<file path="src/hw/rtl/sdm_pkg.sv">
// ----------------------------------------------------------------------------
// sdm_pkg
// Shared types and constants of the symbol name demangler.
// ----------------------------------------------------------------------------
package sdm_pkg;

	localparam int COMP_MAX   = 32;
	localparam int IDX_W      = $clog2(COMP_MAX);
	localparam int REP_W      = $clog2(COMP_MAX + 1);
	localparam int FIFO_DEPTH = 4;
	localparam int FIFO_AW    = $clog2(FIFO_DEPTH);

	localparam logic [15:0] CAP_RESET = 16'd256;

	localparam logic [7:0] CH_US    = 8'h5F;
	localparam logic [7:0] CH_Z     = 8'h5A;
	localparam logic [7:0] CH_N     = 8'h4E;
	localparam logic [7:0] CH_C     = 8'h43;
	localparam logic [7:0] CH_D     = 8'h44;
	localparam logic [7:0] CH_E     = 8'h45;
	localparam logic [7:0] CH_LV    = 8'h76;
	localparam logic [7:0] CH_UV    = 8'h56;
	localparam logic [7:0] CH_K     = 8'h4B;
	localparam logic [7:0] CH_COLON = 8'h3A;
	localparam logic [7:0] CH_TILDE = 8'h7E;
	localparam logic [7:0] CH_0     = 8'h30;
	localparam logic [7:0] CH_9     = 8'h39;
	localparam logic [7:0] CH_NUL   = 8'h00;

	// Output work for one input byte, in emission order:
	// colons, tilde, text char, replayed component, closing status.
	typedef struct packed {
		logic [1:0]       col;
		logic             tilde;
		logic             ch_v;
		logic [7:0]       ch;
		logic [REP_W-1:0] rep_n;
		logic             fin_v;
		logic             fail;
		logic [15:0]      len;
	} cmd_t;

	typedef struct packed {
		logic             en;
		logic [IDX_W-1:0] addr;
		logic [7:0]       data;
	} st_wr_t;

	typedef struct packed {
		logic replay_done;
	} bk_status_t;

	typedef struct packed {
		logic [7:0]  data;
		logic        fin;
		logic        fail;
		logic [15:0] len;
		logic        last;
	} res_t;

endpackage

</file>
<file path="src/hw/rtl/sdm_front.sv">
// ----------------------------------------------------------------------------
// sdm_front
// Parser: accepts mangled bytes, tracks the name grammar and output room,
// and queues the output work each byte causes.
// ----------------------------------------------------------------------------
module sdm_front import sdm_pkg::*; (
	input  logic        clk,
	input  logic        arst_n,
	input  logic        in_valid,
	output logic        in_ready,
	input  logic [7:0]  in_byte,
	input  logic        cfg_we,
	input  logic [15:0] cfg_wdata,
	output cmd_t        cmd,
	output logic        cmd_push,
	input  logic        fifo_full,
	input  bk_status_t  bk_status,
	output st_wr_t      st_wr
);

	typedef enum logic [8:0] {
		PH_UNDERSCORE = 9'b000000001,
		PH_Z          = 9'b000000010,
		PH_AFTER_Z    = 9'b000000100,
		PH_QUALS      = 9'b000001000,
		PH_DIGITS     = 9'b000010000,
		PH_TEXT       = 9'b000100000,
		PH_AFTER_COMP = 9'b001000000,
		PH_DONE       = 9'b010000000,
		PH_FAILED     = 9'b100000000
	} phase_t;

	phase_t           phase_q, ph_n;
	logic [15:0]      dv_q, dv_n;
	logic [15:0]      bl_q, bl_n;
	logic [15:0]      ec_q, ec_n;
	logic [REP_W-1:0] fill_q, fill_n;
	logic             nest_q, nest_n;
	logic [15:0]      cap_q;
	logic             replay_q;

	logic             accept;
	logic             do_end, do_after, do_start, do_text;
	logic             is_dig;
	logic [3:0]       dval;
	logic [19:0]      acc;
	logic             wr_en;
	logic [IDX_W-1:0] wr_addr;
	logic             has_out;
	cmd_t             c;

	function automatic logic room(input logic [15:0] cnt, input logic [16:0] n,
			input logic [15:0] cap);
		room = ({1'b0, cnt} + n + 17'd1) <= {1'b0, cap};
	endfunction

	assign accept   = in_valid && in_ready;
	assign in_ready = !fifo_full && !replay_q;
	assign is_dig   = (in_byte inside {[CH_0:CH_9]});
	assign dval     = 4'(in_byte - CH_0);
	assign acc      = ({4'b0, dv_q} << 3) + ({4'b0, dv_q} << 1) + 20'(dval);

	always_comb begin
		ph_n     = phase_q;
		dv_n     = dv_q;
		bl_n     = bl_q;
		ec_n     = ec_q;
		fill_n   = fill_q;
		nest_n   = nest_q;
		do_end   = 1'b0;
		do_after = 1'b0;
		do_start = 1'b0;
		do_text  = 1'b0;
		wr_en    = 1'b0;
		wr_addr  = '0;
		c        = '0;

		case (phase_q)
			PH_UNDERSCORE: ph_n = (in_byte == CH_US) ? PH_Z : PH_FAILED;
			PH_Z:          ph_n = (in_byte == CH_Z) ? PH_AFTER_Z : PH_FAILED;
			PH_AFTER_Z: begin
				if (in_byte == CH_N) begin
					nest_n = 1'b1;
					ph_n   = PH_QUALS;
				end else begin
					nest_n   = 1'b0;
					do_start = 1'b1;
				end
			end
			PH_QUALS: begin
				if (in_byte inside {CH_LV, CH_UV, CH_K}) begin
					ph_n = phase_q;
				end else if (in_byte inside {CH_C, CH_D, CH_E}) begin
					ph_n = PH_DONE;
				end else begin
					do_start = 1'b1;
				end
			end
			PH_DIGITS: begin
				if (is_dig) begin
					dv_n = (acc > 20'h0FFFF) ? 16'hFFFF : acc[15:0];
				end else begin
					do_end = 1'b1;
				end
			end
			PH_TEXT:       do_text  = 1'b1;
			PH_AFTER_COMP: do_after = 1'b1;
			PH_DONE, PH_FAILED: ph_n = phase_q;
			default:       ph_n = PH_FAILED;
		endcase

		if (do_end) begin
			if (!room(ec_n, {1'b0, dv_n}, cap_q) || (nest_n && dv_n > 16'(COMP_MAX))) begin
				ph_n = PH_FAILED;
			end else begin
				bl_n   = dv_n;
				fill_n = '0;
				if (dv_n == 16'd0) begin
					if (nest_n) begin
						do_after = 1'b1;
					end else begin
						ph_n = PH_DONE;
					end
				end else begin
					ph_n    = PH_TEXT;
					do_text = 1'b1;
				end
			end
		end

		if (do_after) begin
			if (in_byte == CH_C || in_byte == CH_D) begin
				if (!room(ec_n, 17'd2, cap_q)) begin
					ph_n = PH_FAILED;
				end else begin
					c.col = 2'd2;
					ec_n  = ec_n + 16'd2;
					if (in_byte == CH_D && !room(ec_n, 17'd1, cap_q)) begin
						ph_n = PH_FAILED;
					end else begin
						if (in_byte == CH_D) begin
							c.tilde = 1'b1;
							ec_n    = ec_n + 16'd1;
						end
						if (!room(ec_n, 17'(fill_n), cap_q)) begin
							ph_n = PH_FAILED;
						end else begin
							c.rep_n = fill_n;
							ec_n    = ec_n + 16'(fill_n);
							ph_n    = PH_DONE;
						end
					end
				end
			end else if (in_byte == CH_E) begin
				ph_n = PH_DONE;
			end else begin
				do_start = 1'b1;
			end
		end

		if (do_start) begin
			if (nest_n && ec_n != 16'd0 && !room(ec_n, 17'd2, cap_q)) begin
				ph_n = PH_FAILED;
			end else begin
				if (nest_n && ec_n != 16'd0) begin
					c.col = 2'd2;
					ec_n  = ec_n + 16'd2;
				end
				if (is_dig) begin
					dv_n = {12'd0, dval};
					ph_n = PH_DIGITS;
				end else begin
					ph_n = PH_FAILED;
				end
			end
		end

		if (do_text) begin
			if (in_byte == CH_NUL) begin
				ph_n = PH_FAILED;
			end else begin
				c.ch_v = 1'b1;
				c.ch   = in_byte;
				ec_n   = ec_n + 16'd1;
				if (nest_n && fill_n < REP_W'(COMP_MAX)) begin
					wr_en   = 1'b1;
					wr_addr = IDX_W'(fill_n);
					fill_n  = fill_n + 1'b1;
				end
				if (bl_n != 16'd0) begin
					bl_n = bl_n - 16'd1;
				end
				if (bl_n == 16'd0) begin
					ph_n = nest_n ? PH_AFTER_COMP : PH_DONE;
				end
			end
		end

		if (in_byte == CH_NUL) begin
			c.fin_v = 1'b1;
			c.fail  = (ph_n != PH_DONE);
			c.len   = (ph_n == PH_DONE) ? ec_n : 16'd0;
			ph_n    = PH_UNDERSCORE;
			dv_n    = '0;
			bl_n    = '0;
			ec_n    = '0;
			fill_n  = '0;
			nest_n  = 1'b0;
		end
	end

	assign has_out    = (c.col != 2'd0) || c.tilde || c.ch_v || (c.rep_n != '0) || c.fin_v;
	assign cmd        = c;
	assign cmd_push   = accept && has_out;
	assign st_wr.en   = accept && wr_en;
	assign st_wr.addr = wr_addr;
	assign st_wr.data = in_byte;

	always_ff @(posedge clk or negedge arst_n) begin
		if (!arst_n) begin
			phase_q  <= PH_UNDERSCORE;
			dv_q     <= '0;
			bl_q     <= '0;
			ec_q     <= '0;
			fill_q   <= '0;
			nest_q   <= 1'b0;
			cap_q    <= CAP_RESET;
			replay_q <= 1'b0;
		end else begin
			if (cfg_we) begin
				cap_q <= cfg_wdata;
			end
			if (accept) begin
				phase_q <= ph_n;
				dv_q    <= dv_n;
				bl_q    <= bl_n;
				ec_q    <= ec_n;
				fill_q  <= fill_n;
				nest_q  <= nest_n;
			end
			if (cmd_push && c.rep_n != '0) begin
				replay_q <= 1'b1;
			end else if (bk_status.replay_done) begin
				replay_q <= 1'b0;
			end
		end
	end

endmodule

</file>
<file path="src/hw/rtl/sdm_cmd_fifo.sv">
// ----------------------------------------------------------------------------
// sdm_cmd_fifo
// Short command queue between parser and output sequencer.
// ----------------------------------------------------------------------------
module sdm_cmd_fifo import sdm_pkg::*; (
	input  logic clk,
	input  logic arst_n,
	input  logic push,
	input  cmd_t din,
	output logic full,
	input  logic pop,
	output cmd_t dout,
	output logic valid
);

	cmd_t               mem_q [FIFO_DEPTH];
	logic [FIFO_AW-1:0] wr_q, rd_q;
	logic [FIFO_AW:0]   cnt_q;

	assign full  = (cnt_q == (FIFO_AW + 1)'(FIFO_DEPTH));
	assign valid = (cnt_q != '0);
	assign dout  = mem_q[rd_q];

	always_ff @(posedge clk) begin
		if (push) begin
			mem_q[wr_q] <= din;
		end
	end

	always_ff @(posedge clk or negedge arst_n) begin
		if (!arst_n) begin
			wr_q  <= '0;
			rd_q  <= '0;
			cnt_q <= '0;
		end else begin
			if (push) begin
				wr_q <= wr_q + 1'b1;
			end
			if (pop) begin
				rd_q <= rd_q + 1'b1;
			end
			if (push && !pop) begin
				cnt_q <= cnt_q + 1'b1;
			end else if (pop && !push) begin
				cnt_q <= cnt_q - 1'b1;
			end
		end
	end

endmodule

</file>
<file path="src/hw/rtl/sdm_back.sv">
// ----------------------------------------------------------------------------
// sdm_back
// Output sequencer: expands queued commands into one result per cycle while the
// receiver takes them, replays the stored component and holds the output register.
// ----------------------------------------------------------------------------
module sdm_back import sdm_pkg::*; (
	input  logic       clk,
	input  logic       arst_n,
	input  cmd_t       head,
	input  logic       head_valid,
	output logic       pop,
	input  st_wr_t     st_wr,
	output bk_status_t bk_status,
	output logic       out_valid,
	input  logic       out_ready,
	output res_t       out_res
);

	logic [7:0]       store_q [COMP_MAX];
	cmd_t             wk_q, src, rem;
	logic [IDX_W-1:0] idx_q, src_idx, idx_n;
	logic             wk_busy, have_src, adv, rep_last;
	res_t             res, out_q;
	logic             out_valid_q;

	always_ff @(posedge clk) begin
		if (st_wr.en) begin
			store_q[st_wr.addr] <= st_wr.data;
		end
	end

	assign wk_busy  = (wk_q.col != 2'd0) || wk_q.tilde || wk_q.ch_v ||
	                  (wk_q.rep_n != '0) || wk_q.fin_v;
	assign src      = wk_busy ? wk_q : head;
	assign src_idx  = wk_busy ? idx_q : '0;
	assign have_src = wk_busy || head_valid;
	assign adv      = have_src && (!out_valid_q || out_ready);
	assign pop      = adv && !wk_busy;

	always_comb begin
		rem      = src;
		idx_n    = src_idx;
		rep_last = 1'b0;
		res      = '0;
		if (src.col != 2'd0) begin
			res.data = CH_COLON;
			rem.col  = src.col - 2'd1;
		end else if (src.tilde) begin
			res.data  = CH_TILDE;
			rem.tilde = 1'b0;
		end else if (src.ch_v) begin
			res.data = src.ch;
			rem.ch_v = 1'b0;
		end else if (src.rep_n != '0) begin
			res.data  = store_q[src_idx];
			rem.rep_n = src.rep_n - 1'b1;
			idx_n     = src_idx + 1'b1;
			rep_last  = (src.rep_n == REP_W'(1));
		end else begin
			res.fin   = 1'b1;
			res.fail  = src.fail;
			res.len   = src.len;
			rem.fin_v = 1'b0;
		end
		res.last = !((rem.col != 2'd0) || rem.tilde || rem.ch_v ||
		             (rem.rep_n != '0) || rem.fin_v);
	end

	assign bk_status.replay_done = adv && rep_last;
	assign out_valid             = out_valid_q;
	assign out_res               = out_q;

	always_ff @(posedge clk) begin
		if (adv) begin
			out_q <= res;
		end
	end

	always_ff @(posedge clk or negedge arst_n) begin
		if (!arst_n) begin
			wk_q        <= '0;
			idx_q       <= '0;
			out_valid_q <= 1'b0;
		end else begin
			if (adv) begin
				wk_q        <= rem;
				idx_q       <= idx_n;
				out_valid_q <= 1'b1;
			end else if (out_ready) begin
				out_valid_q <= 1'b0;
			end
		end
	end

endmodule

</file>
<file path="src/hw/rtl/symbol_name_demangler.sv">
// ----------------------------------------------------------------------------
// symbol_name_demangler
// Streaming demangler for a subset of mangled C++ symbol names.
//
// Usage:
//   s_axis carries one mangled byte per transfer; a zero byte ends the name.
//   m_axis carries the results: demangled characters, then one closing
//   status result per name (tuser high) with the failure flag and length.
//   tlast marks the last result caused by one input byte.
//   cfg_we/cfg_wdata write the output capacity (bytes, with terminator).
// Result path: with an empty queue the first result of a byte is written into
//   the command queue and then registered in the output register.
// Throughput: one byte per cycle while each byte gives at most one result and
//   the receiver keeps up; the results of a byte leave the output one at a time,
//   absorbed by a four-entry command queue. A constructor or destructor replay
//   holds s_axis_tready low until the component store has been read out, which
//   also waits for any results still queued ahead and any receiver stall; the
//   replay reads one store entry per cycle while the receiver takes the results.
// Reset: parser returns to expecting the leading underscore, the queue and
//   output register empty, capacity 256.
// Receiver stall: the output register holds; the queue fills and then
//   s_axis_tready drops until results drain.
// ----------------------------------------------------------------------------
module symbol_name_demangler import sdm_pkg::*; (
	input  logic        clk,
	input  logic        arst_n,
	input  logic        s_axis_tvalid,
	output logic        s_axis_tready,
	input  logic [7:0]  s_axis_tdata,   // [7:0] in_byte
	output logic        m_axis_tvalid,
	input  logic        m_axis_tready,
	output logic [31:0] m_axis_tdata,   // [7:0] out_byte, [8] failed, [24:9] name_length
	output logic        m_axis_tuser,   // [0] is_final
	output logic        m_axis_tlast,
	input  logic        cfg_we,
	input  logic [15:0] cfg_wdata
);

	cmd_t       cmd, head;
	logic       cmd_push, fifo_full, pop, head_valid;
	bk_status_t bk_status;
	st_wr_t     st_wr;
	res_t       res;

	sdm_front u_front (
		.clk       (clk),
		.arst_n    (arst_n),
		.in_valid  (s_axis_tvalid),
		.in_ready  (s_axis_tready),
		.in_byte   (s_axis_tdata),
		.cfg_we    (cfg_we),
		.cfg_wdata (cfg_wdata),
		.cmd       (cmd),
		.cmd_push  (cmd_push),
		.fifo_full (fifo_full),
		.bk_status (bk_status),
		.st_wr     (st_wr)
	);

	sdm_cmd_fifo u_fifo (
		.clk    (clk),
		.arst_n (arst_n),
		.push   (cmd_push),
		.din    (cmd),
		.full   (fifo_full),
		.pop    (pop),
		.dout   (head),
		.valid  (head_valid)
	);

	sdm_back u_back (
		.clk        (clk),
		.arst_n     (arst_n),
		.head       (head),
		.head_valid (head_valid),
		.pop        (pop),
		.st_wr      (st_wr),
		.bk_status  (bk_status),
		.out_valid  (m_axis_tvalid),
		.out_ready  (m_axis_tready),
		.out_res    (res)
	);

	assign m_axis_tdata = {7'd0, res.len, res.fail, res.data};
	assign m_axis_tuser = res.fin;
	assign m_axis_tlast = res.last;

endmodule

</file>
<file path="config.mk">
export PLATFORM = sky130hd
export DESIGN_NAME = symbol_name_demangler
export DESIGN_NICKNAME = d
export VERILOG_FILES = /design/src/hw/rtl/sdm_pkg.sv /design/src/hw/rtl/sdm_front.sv /design/src/hw/rtl/sdm_cmd_fifo.sv /design/src/hw/rtl/sdm_back.sv /design/src/hw/rtl/symbol_name_demangler.sv
export SDC_FILE = /design/constraint.sdc
export NUM_CORES = 1
export LEC_CHECK = 0
export BUFFER_PORTS_ARGS = -buffer_cell sky130_fd_sc_hd__buf_2
export CAP_MARGIN = 20
export CORE_ASPECT_RATIO = 1.75
export CORE_MARGIN = 4
export CORE_UTILIZATION = 38
export CTS_BUF_LIST = sky130_fd_sc_hd__clkbuf_16
export DETAILED_ROUTE_END_ITERATION = 6
export PLACE_DENSITY = 0.64
export SYNTH_ARGS = -nofsm -noshare
export SYNTH_HDL_FRONTEND = slang
export SYNTH_HIERARCHICAL = 1
export SYNTH_SLANG_ARGS = --single-unit
</file>
<file path="constraint.sdc">
create_clock -name clk -period 42.9 [get_ports clk]
set_input_delay 6.435 -clock clk [delete_from_list [all_inputs] [get_ports clk]]
set_output_delay 6.435 -clock clk [all_outputs]
set_load 0.05 [all_outputs]
</file>
# Yosys cells after proc, flatten, opt, wreduce, memory -nomap -nowiden
# Memories as Yosys holds them, arrays and structs flattened.
# Cells that the tools add are included.
# word_totals
inputBits,29
elab_cells,288
output_inout_bits,36
mem_count,2
ff_bits,157
mem_bits_rw,400
# classes
reduce_logical,65
order_cmp,10
muxes,135
addsub,27
eq_ne,22
# mem_list
memory,words,width,read_ports,rd_ports_with_merged_regs,write_ports,line,text
u_back.store_q,32,8,1,0,1,sdm_back.sv:19,logic [7:0] store_q [COMP_MAX];
u_fifo.mem_q,4,36,1,0,1,sdm_cmd_fifo.sv:16,cmd_t mem_q [FIFO_DEPTH];
# op_table
op,n
$mux 16,31
$mux 9,24
$add 17x1->17 const B,5
$le 17x16->1,5
$eq 8x7->1 const B,9
$mux 6,11
$pmux 9 s5,1
$mux 5,8
$mux 1,39
$mux 18,2
$mux 36,1
$add 16x2->17 const B,2
$add 16x1->16 const B,2
$add 16x2->16 const B,2
$logic_not 16->1,2
$reduce_bool 16->1,2
$mux 7,4
$mux 8,3
$reduce_bool 6->1,4
$add 19x17->20,1
$add 20x4->20,1
$gt 20x16->1 const B,1
$eq 9x8->1 const B,2
$add 16x1->17 const B,1
40 further kinds,96

# Depth between registers and ports, before layout
# depth
depth_word,41
mapped_depth,89
depth_no_buf,84

# Hierarchy
# The synthesis kept the hierarchy.
# by_module_without_submodules
module,cells_each,area_each_um2,instances
sdm_back,971,13767.0,1
sdm_front,1827,13668.1,1
sdm_cmd_fifo,222,5605.4,1
symbol_name_demangler,8,56.3,1

# Worst setup path before layout
# Ideal clock, no wire load.
# synth_timing
path_type,input -> register
from,input s_axis_tdata[3]
to,memory u_fifo/mem_q[0][0] (netlist bit) (enable)
path_slack_ps,20570
arrival_time_ps,21933
n_path_buf,6
stages,81
setup_time_ps,397
cell_sequence,clkbuf_1 > inv_1 > fa_1 > inv_1 > fa_1 > a21o_1 > a221oi_2 > nor3_1 > o41ai_2 > xnor2_1 > or3_1 > buf_2 > clkbuf_1 > o22a_1 > ha_1 > a21o_1 > a21oi_1 > o21ai_0 > (+45 left out) > ha_1 > a21oi_1 > xor2_1 > ha_1 > o21a_1 > o21a_1 > o21a_1 > o21a_1 > o21a_1 > o21ai_0 > a211oi_1 > o221ai_1 > o2111ai_1 > a31oi_1 > buf_2 > nor2_1 > a21oi_1 > and2_1
# synth_via
elab_chain_cells,36
# synth_rtl
item,line,text
from (decl),symbol_name_demangler.sv:29,"input logic [7:0] s_axis_tdata,"
$sub 4x1->4,sdm_front.sv:60,assign dval = 4'(in_byte - CH_0);
$add 20x4->20,sdm_front.sv:61,"assign acc = ({4'b0, dv_q} << 3) + ({4'b0, dv_q} << 1) + 20'(dval);"
$gt 20x16->1,sdm_front.sv:101,dv_n = (acc > 20'h0FFFF) ? 16'hFFFF : acc[15:0];
$mux 16,sdm_front.sv:101,
$mux 16,sdm_front.sv:100,if (is_dig) begin
$mux 16,sdm_front.sv:78,case (phase_q)
$add 16x16->17,sdm_front.sv:54,"room = ({1'b0, cnt} + n + 17'd1) <= {1'b0, cap};"
$add 17x1->17,sdm_front.sv:54,
(+19 left out),-,
$mux 2,sdm_front.sv:161,if (do_start) begin
$reduce_bool 2->1,sdm_front.sv:212,assign has_out = (c.col != 2'd0) || c.tilde || c.ch_v || (c.rep_n != '0) || c.fin_v;
$logic_or 1x1->1 (3 in a row),sdm_front.sv:212,
$logic_or 1x1->1 *,sdm_front.sv:212,
$logic_and 1x1->1 *,sdm_front.sv:214,assign cmd_push = accept && has_out;
via cmd_push,symbol_name_demangler.sv:40,"logic cmd_push, fifo_full, pop, head_valid;"
$mux 1 *,sdm_cmd_fifo.sv:25,if (push) begin
$mux 1 (implied by the code) *,sdm_cmd_fifo.sv:26,mem_q[wr_q] <= din;
to (decl),sdm_cmd_fifo.sv:16,
# Mark *: on every way through the listed nets, which the timed path passes. The rest lies on a longest branch. The select of a mux whose other input is x is not followed.

# Worst setup path after layout
# layout_timing
from,input s_axis_tdata[3]
to,memory u_fifo/mem_q[3][14] (netlist bit) (enable)
# Same word-level chain as after synthesis.

==> metrics.csv <==
stage,metric,value,unit
critical_path,path_class,input port to register,
cells_and_area,num_antenna_cells,0,
timing,skew,0.0341,ns
clock_network,hold_buffers,0,
timing,worstMarginPinSlew,1.09,ns
synth,synth_top_area_share,38.7,%
timing,finalSetupViolCount,0,
critical_path,cp_data_arrival_time,25.10,ns
cells_and_area,regArea,16100,um2
power,power_frac_seq,33.1,%
global_routing,grt_overflow,0,
power,p_comb_share,44.4,%
power,p_sw_share,41.0,%
global_routing,antenna_found_initial,0,
global_routing,grt_pass1_vias,25188,
floorplanning,die-area,92100,um2
power,clkPwrFrac,22.4,%
floorplanning,row_count,143,
route,drc,0,
synth,synth_area_leaders,"edfxtp_1, dfrtp_1, ha_1",
clock_network,clk_latency,0.62,ns
synth,synthCells,3028,
floorplanning,core,86600,um2
clock_network,clk_path_buf_depth,3,
clock_network,post_cts_resized,0,
floorplanning,fp.dieW,231,um
timing,hold_violations,0,
critical_path,cp_slowest_cell,and2_2,
critical_path,startpoint_type,input port,
floorplanning,start_util,38.2,%
status,status,"complete, no violations",
synth,yosys.area.top_type,edfxtp_1,
clock_network,numClockSinks,557,
critical_path,cp_slowest_stage_delay,0.90,ns
power,switchingPower,866,uW
global_routing,grt_use_met2,40.9,%
timing,min_period_over_period,58.0,%
placement,gp_congestion,1.02,
power,leakage,0.0135,uW
critical_path,crit_top_cell,o21ai_0,
timing,tns,0,ns
synth,synth_ff_type,edfxtp_1,
route,antenna_left,0,
cells_and_area,area_delta_synth_final,9.64,%
synth,avgSynthCellArea,10.9,um2
route,detail_route.iter0.violations,2004,
cells_and_area,final_layout_size_suffix_gt1_share,12.4,%
clock_network,numCtsBuffers,50,
power,internal_power,1240,uW
route,drt-total-wl,103000,um
timing,timing.fmax,0.0402,GHz
cells_and_area,fillCellCount,8352,
worst_hold_path,hp-start,u_back/wk_q[31]$_DFFE_PN0P_,
route,dr.pass1.iters,6,
synth,synth_area,33100,um2
synth,yosysWarnings,6,
flow_run,maxCapViolCount,0,
synth,ys_top_cells_by_count,"edfxtp_1, nand2_1, nor2_1",
clock_network,cts-root-buf,clkbuf_16,
route,wl_per_cell,24.2,um
global_routing,grtUsageTotal,22.0,%
clock_network,cts_tree,yes,
placement,dp_hpwl,75100,um
global_routing,grt.busiest_layer,met2,
worst_hold_path,hold_class,register to register,
floorplanning,io_pins,65,
global_routing,globalRouteMet3Util,2.43,%
critical_path,required,43.13,ns
route,viasPerCell,5.88,
critical_path,critical_path.endpoint_type,register,
timing,rsz0062_at_grt,no,
floorplanning,die_y,398,um
synth,async_reset_ff_share,23.3,%
synth,synthDistinctLibCells,120,
placement,post-place-cells,4154,
global_routing,grt_max_degree,82,
clock_network,htreeDepth,2,
critical_path,rr_startpoint,u_front/dv_q[0]$_DFFE_PN0P_,
timing,layout_min_cycle_time,24.86,ns
synth,synth_edf_count,427,
power,power_per_cell_area,58.1,nW/um2
synth,yosysSeqAreaShare,48.6,%
critical_path,crit_fanout,42,
timing,final_max_slew_viol_count,0,
route,num_vias,24963,
cells_and_area,multi_input_area,15900,um2
cells_and_area,stdcell_count,4248,
global_routing,grt_pass1_wl,155000,um
synth,synth_seq_cells,557,
timing,max-slew-margin-rel,26.3,%
placement,io_buffers,57,
clock_network,clk_pin_slew,0.06,ns
critical_path,critPathLaunch,s_axis_tdata[3],
cells_and_area,nets,3238,
synth,synth.most_common_cell,edfxtp_1,
power,ir_drop,0.0334,mV
clock_network,postCtsSetupBuffers,0,
global_routing,met1_usage,23.0,%
[logic make-up (layout without fill, tap and decap cells)]
group,Yosys count,in the layout,share of synthesized area (%)
adder cells (fa/ha/maj),162,162,6.26
XOR/XNOR,168,168,4.59
AO/OA/AOI/OAI,673,673,13.9
multiplexers,155,155,7.41
flip-flops,557,557,48.6
AND/OR/NAND/NOR,1058,1058,15.7
other,2,8,0.0227
buffers and inverters,253,307,3.54
[through the flow]
stage	util [%]	setup WS [ns]	cell area [um2]	total power [uW]	hold slack [ns]
after floorplan	-	20.57	33100	1360	0.445
after global placement	39.9	18.10	34500	1630	0.457
after detailed placement	39.9	17.70	34500	1630	0.461
after CTS	41.9	18.31	36300	2110	0.478
after global routing	41.9	16.33	36300	2220	0.494
final	41.9	18.04	36300	2110	0.475
[flip-flops by register name, indices dropped and copies added, names as in the netlist, 3 cells and up]
| register | count |
|---|---|
| u_fifo/cnt_q | 3 |
| u_front/bl_q | 16 |
| u_back/idx_q | 5 |
| u_back/store_q | 256 |
| u_front/dv_q | 16 |
| u_front/ec_q | 16 |
| u_front/fill_q | 6 |
| u_back/out_res | 27 |
| u_fifo/mem_q | 144 |
| u_front/phase_q | 9 |
| u_front/cap_q | 16 |
| u_back/wk_q | 36 |
[power groups by stage]
stage          combinational, uW  sequential, uW  clock [uW]
2_1_floorplan                655             709           0
3_3_place_gp                 917             708           0
3_5_place_dp                 923             710           0
4_1_cts                      928             699         483
5_1_grt                     1010             706         507
6_report                     938             699         473
[layout make-up]
cell class                 instances  area share (%)
sequential                       557            44.3
tap                             1160            4.00
multi-input combinational       2224            43.8
timing repair buffer             115            2.06
clock buffer                      51            3.52
inverter                          99            1.02
clock inverter                    42            1.27
[routing by layer]
layer	vias up	part of all wire (%)
li1	11398	-
met1	12266	34
met2	932	53
met3	367	4.5
met4	0	8.3
met5	-	0
[worst paths after layout]
check / end / slack (ns) / cells past startpoint
worst max-delay path: u_fifo/mem_q[3][14]$_DFFE_PP_ / 18.04 / 80
max in group asynchronous: u_back/idx_q[0]$_DFFE_PN0P_ / 35.66 / 2
worst min-delay path: u_back/wk_q[31]$_DFFE_PN0P_ / 0.47 / 2
worst max register to register: u_fifo/mem_q[3][14]$_DFFE_PP_ / 24.15 / 78
worst min register to register: u_back/wk_q[31]$_DFFE_PN0P_ / 0.47 / 2
min in group asynchronous: u_front/cap_q[12]$_DFFE_PN0P_ / 5.86 / 1
[cell usage in the layout (no fill, tap or decap), types with 69 or more instances in the layout]
master / instances
mux4_2: 69
nand3_1: 69
dfrtp_1: 125
xnor2_1: 102
inv_1: 99
o21ai_0: 133
a21oi_1: 162
ha_1: 156
nor2_1: 252
edfxtp_1: 427
nand2_1: 348
nor3_1: 75
[critical path: cells and delay by family]
family / cells / cell delay (ns)
buf+inv: 9 / 1.39
mux: 1 / 0.32
simple gates: 20 / 4.55
xor+xnor: 4 / 0.64
fa+ha+maj: 8 / 2.75
compound gates: 38 / 8.86
Note: power is estimated with default switching activity, not from simulation.
